==> src/hdl/clipped_transparent_blit_top_macros.svh <==
// assertion macros for the clipped transparent blit block
// used by files that check their own logic; expects clk_i and rst_ni in scope
`ifndef CLIPPED_TRANSPARENT_BLIT_TOP_MACROS_SVH
`define CLIPPED_TRANSPARENT_BLIT_TOP_MACROS_SVH
`ifndef ASSERT_OFF
// property held at every clock edge outside reset
`define CTB_ASSERT(lbl, prop, msg) \
  lbl: assert property (@(posedge clk_i) disable iff (!rst_ni) (prop)) else $error(msg);
// same-cycle implication
`define CTB_ASSERT_IMPLY(lbl, ante, cons, msg) \
  lbl: assert property (@(posedge clk_i) disable iff (!rst_ni) (ante) |-> (cons)) \
    else $error(msg);
// next-cycle implication
`define CTB_ASSERT_NEXT(lbl, ante, cons, msg) \
  lbl: assert property (@(posedge clk_i) disable iff (!rst_ni) (ante) |=> (cons)) \
    else $error(msg);
`else
`define CTB_ASSERT(lbl, prop, msg)
`define CTB_ASSERT_IMPLY(lbl, ante, cons, msg)
`define CTB_ASSERT_NEXT(lbl, ante, cons, msg)
`endif
`endif

==> src/hdl/ctb_pkg.sv <==
// shared types and constants for the clipped transparent blit block
// no dependencies
`timescale 1ns / 1ps

package ctb_pkg;

  // widest frame index over the supported screen sizes (64 x 32)
  localparam int MaxAddrW = 11;
  // entries in the queue between front and back
  localparam int QDepth = 2;

  // request codes on req_type
  typedef enum logic [1:0] {
    REQ_CLEAR = 2'd0,
    REQ_BLIT  = 2'd1,
    REQ_READ  = 2'd2
  } req_e;

  // work for the back end
  typedef enum logic [1:0] {
    CMD_NOP   = 2'd0,
    CMD_CLEAR = 2'd1,
    CMD_WRITE = 2'd2,
    CMD_READ  = 2'd3
  } cmd_kind_e;

  typedef struct packed {
    cmd_kind_e            kind;
    logic                 in_bounds;
    logic [MaxAddrW-1:0]  addr;
    logic [1:0]           value;
  } cmd_t;

endpackage

==> src/hdl/ctb_front.sv <==
// front end: accepts request beats, clips the target and classifies the work
// depends on ctb_pkg
`timescale 1ns / 1ps

module ctb_front #(
  parameter int SCREEN_WIDTH  = 40,
  parameter int SCREEN_HEIGHT = 30
) (
  input  logic               in_valid_i,
  output logic               in_stall_o,
  input  logic [1:0]         req_type_i,
  input  logic signed [6:0]  pos_x_i,
  input  logic signed [5:0]  pos_y_i,
  input  logic [5:0]         cell_x_i,
  input  logic [4:0]         cell_y_i,
  input  logic [1:0]         cell_value_i,
  input  logic               blend_transparent_i,
  input  logic               q_full_i,
  input  logic               sweep_busy_i,
  output logic               push_o,
  output ctb_pkg::cmd_t      cmd_o
);

  logic signed [7:0] tx;
  logic signed [6:0] ty;
  logic              on_screen;
  logic [ctb_pkg::MaxAddrW-1:0] index;

  // target position, one bit wider than the operands
  assign tx = $signed({pos_x_i[6], pos_x_i}) + $signed({2'b00, cell_x_i});
  assign ty = $signed({pos_y_i[5], pos_y_i}) + $signed({2'b00, cell_y_i});

  // clip against the screen edges
  assign on_screen = !tx[7] && (tx[6:0] < 7'(SCREEN_WIDTH)) &&
                     !ty[6] && (ty[5:0] < 6'(SCREEN_HEIGHT));

  // row-major index; on screen ty fits 5 bits and tx fits 6
  assign index = ctb_pkg::MaxAddrW'(ty[4:0]) * ctb_pkg::MaxAddrW'(SCREEN_WIDTH) +
                 ctb_pkg::MaxAddrW'(tx[5:0]);

  // hold off while the queue is full or the store is being wiped
  assign in_stall_o = q_full_i || sweep_busy_i;
  assign push_o     = in_valid_i && !in_stall_o;

  // classify the request
  always_comb begin
    cmd_o.kind      = ctb_pkg::CMD_NOP;
    cmd_o.in_bounds = 1'b0;
    cmd_o.addr      = index;
    cmd_o.value     = cell_value_i;
    case (req_type_i)
      ctb_pkg::REQ_CLEAR: begin
        cmd_o.kind = ctb_pkg::CMD_CLEAR;
      end
      ctb_pkg::REQ_BLIT: begin
        cmd_o.in_bounds = on_screen;
        if (on_screen && (!blend_transparent_i || cell_value_i != 2'd0)) begin
          cmd_o.kind = ctb_pkg::CMD_WRITE;
        end
      end
      ctb_pkg::REQ_READ: begin
        cmd_o.in_bounds = on_screen;
        if (on_screen) begin
          cmd_o.kind = ctb_pkg::CMD_READ;
        end
      end
      default: begin
        cmd_o.kind = ctb_pkg::CMD_NOP;
      end
    endcase
  end

endmodule

==> src/hdl/ctb_fifo.sv <==
// short command queue between front and back ends
// depends on ctb_pkg
`timescale 1ns / 1ps

module ctb_fifo (
  input  logic           clk_i,
  input  logic           rst_ni,
  input  logic           push_i,
  input  ctb_pkg::cmd_t  cmd_i,
  output logic           full_o,
  output logic           valid_o,
  input  logic           pop_i,
  output ctb_pkg::cmd_t  cmd_o
);

  localparam int PtrW = (ctb_pkg::QDepth > 1) ? $clog2(ctb_pkg::QDepth) : 1;
  localparam int CntW = $clog2(ctb_pkg::QDepth + 1);

  ctb_pkg::cmd_t   slot_q [ctb_pkg::QDepth];
  logic [PtrW-1:0] wptr_q, wptr_d;
  logic [PtrW-1:0] rptr_q, rptr_d;
  logic [CntW-1:0] cnt_q, cnt_d;

  assign full_o  = (cnt_q == CntW'(ctb_pkg::QDepth));
  assign valid_o = (cnt_q != '0);
  assign cmd_o   = slot_q[rptr_q];

  // pointer and fill count updates
  always_comb begin
    wptr_d = wptr_q;
    rptr_d = rptr_q;
    cnt_d  = cnt_q;
    if (push_i) begin
      wptr_d = (wptr_q == PtrW'(ctb_pkg::QDepth - 1)) ? '0 : wptr_q + 1'b1;
    end
    if (pop_i) begin
      rptr_d = (rptr_q == PtrW'(ctb_pkg::QDepth - 1)) ? '0 : rptr_q + 1'b1;
    end
    if (push_i && !pop_i) begin
      cnt_d = cnt_q + 1'b1;
    end else if (pop_i && !push_i) begin
      cnt_d = cnt_q - 1'b1;
    end
  end

  always_ff @(posedge clk_i or negedge rst_ni) begin
    if (!rst_ni) begin
      wptr_q <= '0;
      rptr_q <= '0;
      cnt_q  <= '0;
    end else begin
      wptr_q <= wptr_d;
      rptr_q <= rptr_d;
      cnt_q  <= cnt_d;
    end
  end

  // queue storage
  always_ff @(posedge clk_i) begin
    if (push_i) begin
      slot_q[wptr_q] <= cmd_i;
    end
  end

endmodule

==> src/hdl/ctb_back.sv <==
// back end: frame store, clearing sweep and result register
// depends on ctb_pkg and clipped_transparent_blit_top_macros.svh
`timescale 1ns / 1ps
`include "clipped_transparent_blit_top_macros.svh"

module ctb_back #(
  parameter int SCREEN_WIDTH  = 40,
  parameter int SCREEN_HEIGHT = 30
) (
  input  logic           clk_i,
  input  logic           rst_ni,
  input  logic           q_valid_i,
  input  ctb_pkg::cmd_t  q_cmd_i,
  output logic           pop_o,
  output logic           sweep_busy_o,
  output logic           out_valid_o,
  input  logic           out_stall_i,
  output logic           in_bounds_o,
  output logic           written_o,
  output logic [1:0]     read_value_o
);

  localparam int Cells = SCREEN_WIDTH * SCREEN_HEIGHT;
  localparam int AddrW = (Cells > 1) ? $clog2(Cells) : 1;

  logic [1:0]             mem_q [Cells];
  logic [1:0]             rd_data_q;
  logic                   mem_we;
  logic [AddrW-1:0]       mem_waddr;
  logic [1:0]             mem_wdata;
  logic                   mem_re;

  logic                   sweep_q, sweep_d;
  logic [AddrW-1:0]       sweep_cnt_q, sweep_cnt_d;
  logic                   s1_valid_q, s1_valid_d;
  ctb_pkg::cmd_kind_e     s1_kind_q;
  logic                   s1_inb_q;
  logic                   s1_adv;
  logic                   out_valid_q, out_valid_d;
  logic                   out_inb_q;
  logic                   out_wr_q;
  logic [1:0]             out_rd_q;

  // stage handoff
  assign s1_adv = s1_valid_q && (!out_valid_q || !out_stall_i);
  assign pop_o  = q_valid_i && !sweep_q && (!s1_valid_q || s1_adv);

  // single write port: the sweep or a composite beat
  assign mem_we    = sweep_q || (pop_o && q_cmd_i.kind == ctb_pkg::CMD_WRITE);
  assign mem_waddr = sweep_q ? sweep_cnt_q : q_cmd_i.addr[AddrW-1:0];
  assign mem_wdata = sweep_q ? 2'd0 : q_cmd_i.value;
  assign mem_re    = pop_o && q_cmd_i.kind == ctb_pkg::CMD_READ;

  always_ff @(posedge clk_i) begin
    if (mem_we) begin
      mem_q[mem_waddr] <= mem_wdata;
    end
    if (mem_re) begin
      rd_data_q <= mem_q[q_cmd_i.addr[AddrW-1:0]];
    end
  end

  // clearing sweep, one cell per cycle
  always_comb begin
    sweep_d     = sweep_q;
    sweep_cnt_d = sweep_cnt_q;
    if (sweep_q) begin
      if (sweep_cnt_q == AddrW'(Cells - 1)) begin
        sweep_d = 1'b0;
      end else begin
        sweep_cnt_d = sweep_cnt_q + 1'b1;
      end
    end else if (pop_o && q_cmd_i.kind == ctb_pkg::CMD_CLEAR) begin
      sweep_d     = 1'b1;
      sweep_cnt_d = '0;
    end
  end

  // valid flags of the two stages
  always_comb begin
    s1_valid_d = s1_valid_q;
    if (pop_o) begin
      s1_valid_d = 1'b1;
    end else if (s1_adv) begin
      s1_valid_d = 1'b0;
    end
    out_valid_d = out_valid_q;
    if (s1_adv) begin
      out_valid_d = 1'b1;
    end else if (!out_stall_i) begin
      out_valid_d = 1'b0;
    end
  end

  always_ff @(posedge clk_i or negedge rst_ni) begin
    if (!rst_ni) begin
      sweep_q     <= 1'b1;
      sweep_cnt_q <= '0;
      s1_valid_q  <= 1'b0;
      out_valid_q <= 1'b0;
    end else begin
      sweep_q     <= sweep_d;
      sweep_cnt_q <= sweep_cnt_d;
      s1_valid_q  <= s1_valid_d;
      out_valid_q <= out_valid_d;
    end
  end

  // stage payloads
  always_ff @(posedge clk_i) begin
    if (pop_o) begin
      s1_kind_q <= q_cmd_i.kind;
      s1_inb_q  <= q_cmd_i.in_bounds;
    end
    if (s1_adv) begin
      out_inb_q <= s1_inb_q;
      out_wr_q  <= (s1_kind_q == ctb_pkg::CMD_WRITE);
      out_rd_q  <= (s1_kind_q == ctb_pkg::CMD_READ) ? rd_data_q : 2'd0;
    end
  end

  assign sweep_busy_o = sweep_q;
  assign out_valid_o  = out_valid_q;
  assign in_bounds_o  = out_inb_q;
  assign written_o    = out_wr_q;
  assign read_value_o = out_rd_q;

  // checks
  `CTB_ASSERT_IMPLY(a_no_pop_in_sweep, sweep_q, !pop_o, "queue popped during sweep")
  `CTB_ASSERT_NEXT(a_clear_starts_sweep, pop_o && q_cmd_i.kind == ctb_pkg::CMD_CLEAR,
    sweep_q && sweep_cnt_q == '0, "clear did not start sweep")
  `CTB_ASSERT_IMPLY(a_sweep_in_range, sweep_q, sweep_cnt_q <= AddrW'(Cells - 1),
    "sweep index past the store")
  `CTB_ASSERT_IMPLY(a_held_stage_no_pop, s1_valid_q && !s1_adv, !pop_o,
    "pop while stage held")
  `CTB_ASSERT(a_write_read_apart, !(out_valid_q && out_wr_q && out_rd_q != 2'd0),
    "result both written and read")

endmodule

==> src/hdl/clipped_transparent_blit_top.sv <==
// channel    | direction | beat
// in         | input     | one request: clear, composite cell or read cell
// out        | output    | one result: in_bounds, written, read_value
//
// composite and read beats sustain one per cycle unless out_stall_i or a sweep
// holds them off; each result goes through the queue, stage one and the output register.
// a clear walks the frame store one cell per cycle through its single write
// port, with in_stall_o high until the sweep is done.
// after reset the same sweep runs before the first beat is taken.
// a two-beat queue separates request intake from the store side.
// top level of the clipped transparent blit; depends on ctb_pkg, ctb_front,
// ctb_fifo and ctb_back
`timescale 1ns / 1ps

module clipped_transparent_blit_top #(
  parameter int SCREEN_WIDTH  = 40,  // 1 to 64
  parameter int SCREEN_HEIGHT = 30   // 1 to 32
) (
  input  logic               clk_i,
  input  logic               rst_ni,
  input  logic               in_valid_i,
  output logic               in_stall_o,
  input  logic [1:0]         req_type_i,
  input  logic signed [6:0]  pos_x_i,
  input  logic signed [5:0]  pos_y_i,
  input  logic [5:0]         cell_x_i,
  input  logic [4:0]         cell_y_i,
  input  logic [1:0]         cell_value_i,
  input  logic               blend_transparent_i,
  output logic               out_valid_o,
  input  logic               out_stall_i,
  output logic               in_bounds_o,
  output logic               written_o,
  output logic [1:0]         read_value_o
);

  logic          push;
  logic          q_full;
  logic          q_valid;
  logic          pop;
  logic          sweep_busy;
  ctb_pkg::cmd_t front_cmd;
  ctb_pkg::cmd_t back_cmd;

  // request intake and clipping
  ctb_front #(
    .SCREEN_WIDTH  (SCREEN_WIDTH),
    .SCREEN_HEIGHT (SCREEN_HEIGHT)
  ) u_front (
    .in_valid_i          (in_valid_i),
    .in_stall_o          (in_stall_o),
    .req_type_i          (req_type_i),
    .pos_x_i             (pos_x_i),
    .pos_y_i             (pos_y_i),
    .cell_x_i            (cell_x_i),
    .cell_y_i            (cell_y_i),
    .cell_value_i        (cell_value_i),
    .blend_transparent_i (blend_transparent_i),
    .q_full_i            (q_full),
    .sweep_busy_i        (sweep_busy),
    .push_o              (push),
    .cmd_o               (front_cmd)
  );

  // command queue
  ctb_fifo u_fifo (
    .clk_i   (clk_i),
    .rst_ni  (rst_ni),
    .push_i  (push),
    .cmd_i   (front_cmd),
    .full_o  (q_full),
    .valid_o (q_valid),
    .pop_i   (pop),
    .cmd_o   (back_cmd)
  );

  // frame store side
  ctb_back #(
    .SCREEN_WIDTH  (SCREEN_WIDTH),
    .SCREEN_HEIGHT (SCREEN_HEIGHT)
  ) u_back (
    .clk_i        (clk_i),
    .rst_ni       (rst_ni),
    .q_valid_i    (q_valid),
    .q_cmd_i      (back_cmd),
    .pop_o        (pop),
    .sweep_busy_o (sweep_busy),
    .out_valid_o  (out_valid_o),
    .out_stall_i  (out_stall_i),
    .in_bounds_o  (in_bounds_o),
    .written_o    (written_o),
    .read_value_o (read_value_o)
  );

endmodule

==> config.mk <==
export PLATFORM = sky130hd
export DESIGN_NAME = clipped_transparent_blit_top
export DESIGN_NICKNAME = d
export VERILOG_FILES = /design/src/hdl/ctb_pkg.sv /design/src/hdl/ctb_front.sv /design/src/hdl/ctb_fifo.sv /design/src/hdl/ctb_back.sv /design/src/hdl/clipped_transparent_blit_top.sv
export VERILOG_INCLUDE_DIRS = /design/src /design/src/hdl
export SDC_FILE = /design/constraint.sdc
export NUM_CORES = 2
export LEC_CHECK = 0
export ABC_AREA = 1
export BUFFER_PORTS_ARGS = -buffer_cell sky130_fd_sc_hd__buf_2
export CORE_ASPECT_RATIO = 1.2
export CORE_UTILIZATION = 57
export CTS_CLUSTER_DIAMETER = 50
export DETAILED_ROUTE_END_ITERATION = 8
export MAX_ROUTING_LAYER = met4
export PLACE_DENSITY = 0.78
export SLEW_MARGIN = 20
export SYNTH_ARGS = -nofsm -noshare
export SYNTH_HDL_FRONTEND = slang
export SYNTH_HIERARCHICAL = 1
export SYNTH_SLANG_ARGS = --single-unit
export TNS_END_PERCENT = 1
==> constraint.sdc <==
create_clock -name clk_i -period 33 [get_ports clk_i]
set_input_delay 3.3 -clock clk_i [delete_from_list [all_inputs] [get_ports clk_i]]
set_output_delay 3.3 -clock clk_i [all_outputs]
set_load 0.01 [all_outputs]
Word-level counts from Yosys, hierarchy flattened
Memory sizes are Yosys's and may differ from the RTL's. A register that Yosys moved wholly into a read port is not among the register bits.
Cells that the tools add are included.
{ "word_totals": {"reg_bits": 25, "latchBits": 0, "mem_bits_rw": 2432, "mem_bits_ro": 0, "input_bits": 33, "wordCells": 96, "n_memories": 2} }
{ "op_classes": {"addsub": 8, "n_mul": 1, "n_div": 0, "order_cmp": 2, "n_eq_ne": 11, "n_shift": 0, "mux": 24, "bitwise": 0, "n_reduce_logical": 36} }
{ "memory_table": {"columns": ["name", "words", "width", "read_ports", "rd_clocked_by_memory_dff", "wr", "line_no", "source"], "rows": [
  ["u_back.mem_q", 1200, 2, 1, 1, 1, "ctb_back.sv:26", "logic [1:0] mem_q [Cells];"],
  ["u_fifo.slot_q", 2, 16, 1, 0, 1, "ctb_fifo.sv:19", "ctb_pkg::cmd_t slot_q [ctb_pkg::QDepth];"]
]} }
{ "ops": {"columns": ["op", "n"], "rows": [
  ["$mux W11", 4],
  ["$mux W1", 14],
  ["$logic_and A1 B1 Y1", 13],
  ["$eq A2 B2 Y1 const B", 6],
  ["$add A11 B1 Y11 const B", 1],
  ["$add A11 B6 Y11", 1],
  ["$eq A11 B11 Y1 const B", 1],
  ["$logic_not A1 Y1", 10],
  ["$mux W2", 5],
  ["$reduce_bool A2 Y1", 5],
  ["$add A7 B7 Y8", 1],
  ["$mul A5 B3 Y8 const B", 1],
  ["$add A6 B6 Y7", 1],
  ["$lt A7 B6 Y1 const B", 1],
  ["$lt A6 B5 Y1 const B", 1],
  ["$pmux W2 S3", 1],
  ["$logic_or A1 B1 Y1", 5],
  ["$eq A2 B1 Y1 const B", 2],
  ["$add A1 B1 Y1 const B", 2],
  ["$add A2 B1 Y2 const B", 1],
  ["$logic_not A2 Y1", 1],
  ["$ne A2 B1 Y1 const B", 1],
  ["$ne A2 B2 Y1 const B", 1],
  ["$reduce_and A2 Y1", 1],
  ["other kinds (2)", 2]
]} }

Logic depth before layout (Yosys ltp)
{ "logic_depth": {"word_depth": 9, "depth_mapped": 19} }

By module
Netlist, hierarchy kept.
{ "by_module_without_submodules": {"columns": ["mod", "instances", "cells_per_inst", "area_per_inst_um2", "seq_area_each_um2"], "rows": [
  ["ctb_back", 1, 9322, 102254.3, 72691.0],
  ["ctb_fifo", 1, 75, 1412.6, 1061.0],
  ["ctb_front", 1, 162, 1023.5, 0.0]
]} }

Least setup slack after synthesis
OpenSTA, ideal clock, no wires.
{ "synth_timing": {"path_type": "reg2reg", "startpoint": "register u_fifo.rptr_q", "endpoint": "memory u_back.mem_q[0][0] (data pin)", "arrival_ps": 28577, "t_required_ps": 27141, "setup_slack_ps": -1436, "path_stages_with_launch": 5, "path_buffers": 1, "period_less_slack_ps": 34436, "path_cell_list": "dfrtp_1 -> buf_6 -> mux2_2 -> inv_1 -> nor2_1"} }
{ "synth_lines": {"columns": ["element", "line_no", "source"], "rows": [
  ["from (decl)", "ctb_fifo.sv:21", "logic [PtrW-1:0] rptr_q, rptr_d;"],
  ["from (signal assigned)", "ctb_fifo.sv:53", "rptr_q <= rptr_d;"],
  ["to (decl)", "ctb_back.sv:26", null]
]} }

==> impl_summary.md <==
Timing
The number of failing hold endpoints at the final stage is 0. Derived from the worst setup path, the maximum achievable clock frequency is 159 MHz. Setup repair after global routing left no endpoint under its margin. The largest clock skew in the final design is 35.4 ps.

The minimum clock period is 6300 ps. For the pin with the worst max-slew slack, the measured transition is 1220 ps. The share of the cycle needed by the critical path after routing is 19.1%. After routing, the total negative slack on setup checks comes to 0 ps. The final-report max-slew violation count came to 0.

The normalized max-slew margin is 18.7%. Setup violations remaining at the end of the flow were counted as 0.

Hold path
The worst hold path passes through 0 cells. The path type of the worst min-delay path is flop to flop. The worst hold path terminates at u_back/in_bounds_o. In this run the most critical hold path is launched from u_back/s1_inb_q.

Pwr
Of the total power, registers draw 57.0%. In this run the static leakage power is 0.0412 uW. The maximum VDD drop is 0.0000415 V. The internal power consumption is 4810 uW. Power spread over the standard cell area amounts to 52.4 mW/mm^2. The switching part of the total is 18.9%. The analysis attributes to net switching a power of 1120 uW. The power share of the combinational group is 0.6%. The part of the power in the clock network is 42.4%.

Clock tree
The maximum buffer depth of the clock tree is 3. The number of setup buffers added after CTS is 0. The number of clock buffers added by TritonCTS is 215.

The tree is rooted in a clkbuf_16. The number of buffers inserted by hold repair at cts is 0. The clock-pin slew reported for the worst setup and hold paths after clock tree synthesis is 60 ps. For the worst-skew pair, the clock arrives at the later sink with an insertion delay of 880 ps.

TritonCTS built the clock tree. Once the clock tree was built, the resizer swapped 0 gates to a different size. The maximum level of the CTS H-tree is 4. The clock sink count is 2,459.

Worst setup path
The worst reg2reg path startpoint is u_fifo/rptr_q. The critical path data arrival time is 6960 ps. The worst register-to-register path ends at u_back/rd_data_q[1]. The critical path launch point type is a flop.

The endpoint type of the worst setup path is a flop. The worst setup path is of the flop to flop kind. Setup slack on the worst reg-to-reg path comes out at 26,700 ps. Of all nets on the critical path, the largest fanout is 186.

The number of cells on the worst reg-to-reg path is 18. Data on the critical path is required at its endpoint by 33,660 ps.

Synthesis
The cell count after synthesis came out at 9,559. The number of different library cells used by synthesis comes to 49. The average instance area after synthesis is 11.0 sq um. Ranked by total cell area, the synthesized netlist is headed by edfxtp_1 (70%), nand3_1 (10%), nand2_1 (8.0%).

The flip-flop cell with the highest count after synthesis is edfxtp_1. The post-synthesis sequential area ratio is 70.4%. The synthesized netlist occupies a cell area of 0.105 sq mm. The number of synthesized register bits is 2,459. The synthesized design contains 2,441 enable-type register cells. The post-synthesis async set-or-reset flop share is 0.732%. The top-area cell type share of the netlist area is 70.0%. Of all cell types, the one taking the most synthesized area is edfxtp_1. Yosys printed 6 warnings. The post-synth net total is 9,621.

Route
The DRC violations left is 0. The number of vias per cell is 6.27. In the final routed layout, each cell accounts on average for 23.1 um. For this block, the routed nets add up to 272,000 um of wire. The initial detailed-routing violation count is 10,100. The total number of vias is 73,800. In this run the remaining antenna-violating nets after routing total 0. The number of detailed-routing iterations run before antenna repair is 9.

Global route
The number of antenna violations at the first check in global routing was 3. Global routing finished with a remaining overflow of 0. The wire length of the first global-routing pass is 408,000 um. The number of global-route vias before repair is 72,700. The aggregate global-route resource usage is 30.0%. Entering global routing, the biggest net connects 250 pins.

Finish
The proportion of layout cells with a drive suffix above 1 is 6.01%. The layout net count is 9,227. The area growth from synthesis to layout is 8.18%.

At the end of the flow the core is filled with cells to 62.3%. The filler cells instantiated in the layout total 13,400.

Status
The flow ran to the end, and the final reports show no timing, DRC or antenna violations.

Placement
Summed over all nets, the half-perimeter wirelength after detailed placement is 138,000 um. At the end of routability-driven placement, the weighted congestion stood at 0.859. The total of buffers placed on input and output ports is 38.

Floorplan
The initial core utilization is 57.6%. Row generation in the floorplan step produced 171 rows. The core outline area is 0.182 sq mm. The horizontal die dimension is 393 um. The floorplan step defined a die boundary enclosing 0.185 sq mm.

The vertical extent of the die is 471 um. 39 I/O pins were placed.

Job
Max-cap violations in this run came to 0.
[how the worst max path moves through the flow]
stage               cells past startpoint              endpoint  slack (ps)                 from
floorplan                               3    u_back/mem_q[0][0]       11860  u_back/sweep_busy_o
global placement                        9  u_back/mem_q[815][0]       26290          out_stall_i
detailed placement                      9  u_back/mem_q[239][0]       26190          out_stall_i
CTS                                    18   u_back/rd_data_q[1]       26960        u_fifo/rptr_q
global route                           18   u_back/rd_data_q[1]       26440        u_fifo/rptr_q
finish                                 18   u_back/rd_data_q[1]       26700        u_fifo/rptr_q
[metrics by stage]
step | total power, uW | area (sq um) | instances | hold slack (ps) | setup slack [ps]
floorplan | 3480 | 105000 | 9559 | 400 | 11860
global placement | 3480 | 106000 | 11400 | 422 | 26290
detailed placement | 3490 | 106000 | 11400 | 435 | 26190
CTS | 5950 | 113000 | 11800 | 462 | 26960
global route | 6060 | 113000 | 11800 | 469 | 26440
finish | 5940 | 113000 | 11800 | 457 | 26700
[worst max-delay path: stages, from the launching register on]
cell     delay [ps]
dfrtp_1         330
buf_4           300
mux2_8          590
inv_16          320
buf_12          560
buf_4           760
buf_4           870
nand2_1         140
nand3_1         120
nand3_1          90
nand3_1         130
nand3_1         150
nand3_1         270
nand3_1         220
nand3_1         140
nand3_1         210
nand3_1         140
nand3_1          80
nand2_1         210
[power by group through the flow]
stage	Sequential, uW	Clock [uW]	Combinational [uW]
after global routing	3380	2640	39.5
after floorplan	3450	0	26.1
after detailed placement	3450	0	34.5
after CTS	3380	2530	34.5
after global placement	3450	0	32.4
final	3380	2520	34.6
[cell families (layout without fill, tap and decap cells)]
group / count (synthesis) / in the layout / share of synthesized area [%]
fa+ha+maj: 29 / 29 / 0.375
mux: 17 / 17 / 0.214
xor+xnor: 13 / 13 / 0.109
buf+inv: 853 / 644 / 3.37
compound gates: 313 / 313 / 1.67
other cells: 0 / 3 / 0
flops: 2459 / 2459 / 70.4
simple gates: 5875 / 5875 / 23.8
[Yosys cell counts, drive strengths merged (17+ instances only)]
cell type  count
buf          376
nand3       2171
edfxtp      2441
nor3          32
ha            25
dfrtp         17
nand2       2242
inv          105
o21ai        196
clkbuf       368
o22ai         80
nor2        1415
[area by class of cell]
| type | count | area, sq um | area share (%) |
|---|---|---|---|
| antenna | 3 | 7.51 | 0.00663 |
| timing repair buffer | 133 | 1070 | 0.943 |
| inverter | 109 | 448 | 0.395 |
| tap | 2422 | 3030 | 2.68 |
| sequential | 2459 | 73800 | 65.1 |
| clock buffer | 260 | 5710 | 5.04 |
| clock inverter | 142 | 1340 | 1.18 |
| multi-input combinational | 6247 | 27900 | 24.6 |
[layout by cell type (no fill, tap or decap), drive strengths merged, types with 9 or more instances in the layout]
master,instances
edfxtp,2441
mux2,16
o22ai,80
dfrtp,17
nor3,32
xor2,9
clkinv,102
clkbuf,260
nor2,1415
a21oi,16
o21ai,196
bufinv,24
inv,119
buf,133
ha,25
nand3,2171
o221ai,11
nand2,2242
[flip-flops by register name (all words and copies together) (netlist names), 2 cells and up]
register	count
u_back/mem_q	2400
u_back/s1_kind_q	2
u_fifo/slot_q	32
u_back/read_value_o	2
u_back/rd_data_q	2
u_back/sweep_cnt_q	11
u_fifo/cnt_q	2
[per-layer routing]
metal  share of wire (%)  GRT usage (%)
met2                  48           48.2
met1                  34           36.2
met5                   0              -
met4                 5.7           15.6
met3                  12           5.70
No activity file was read; power rests on OpenSTA's default activity.
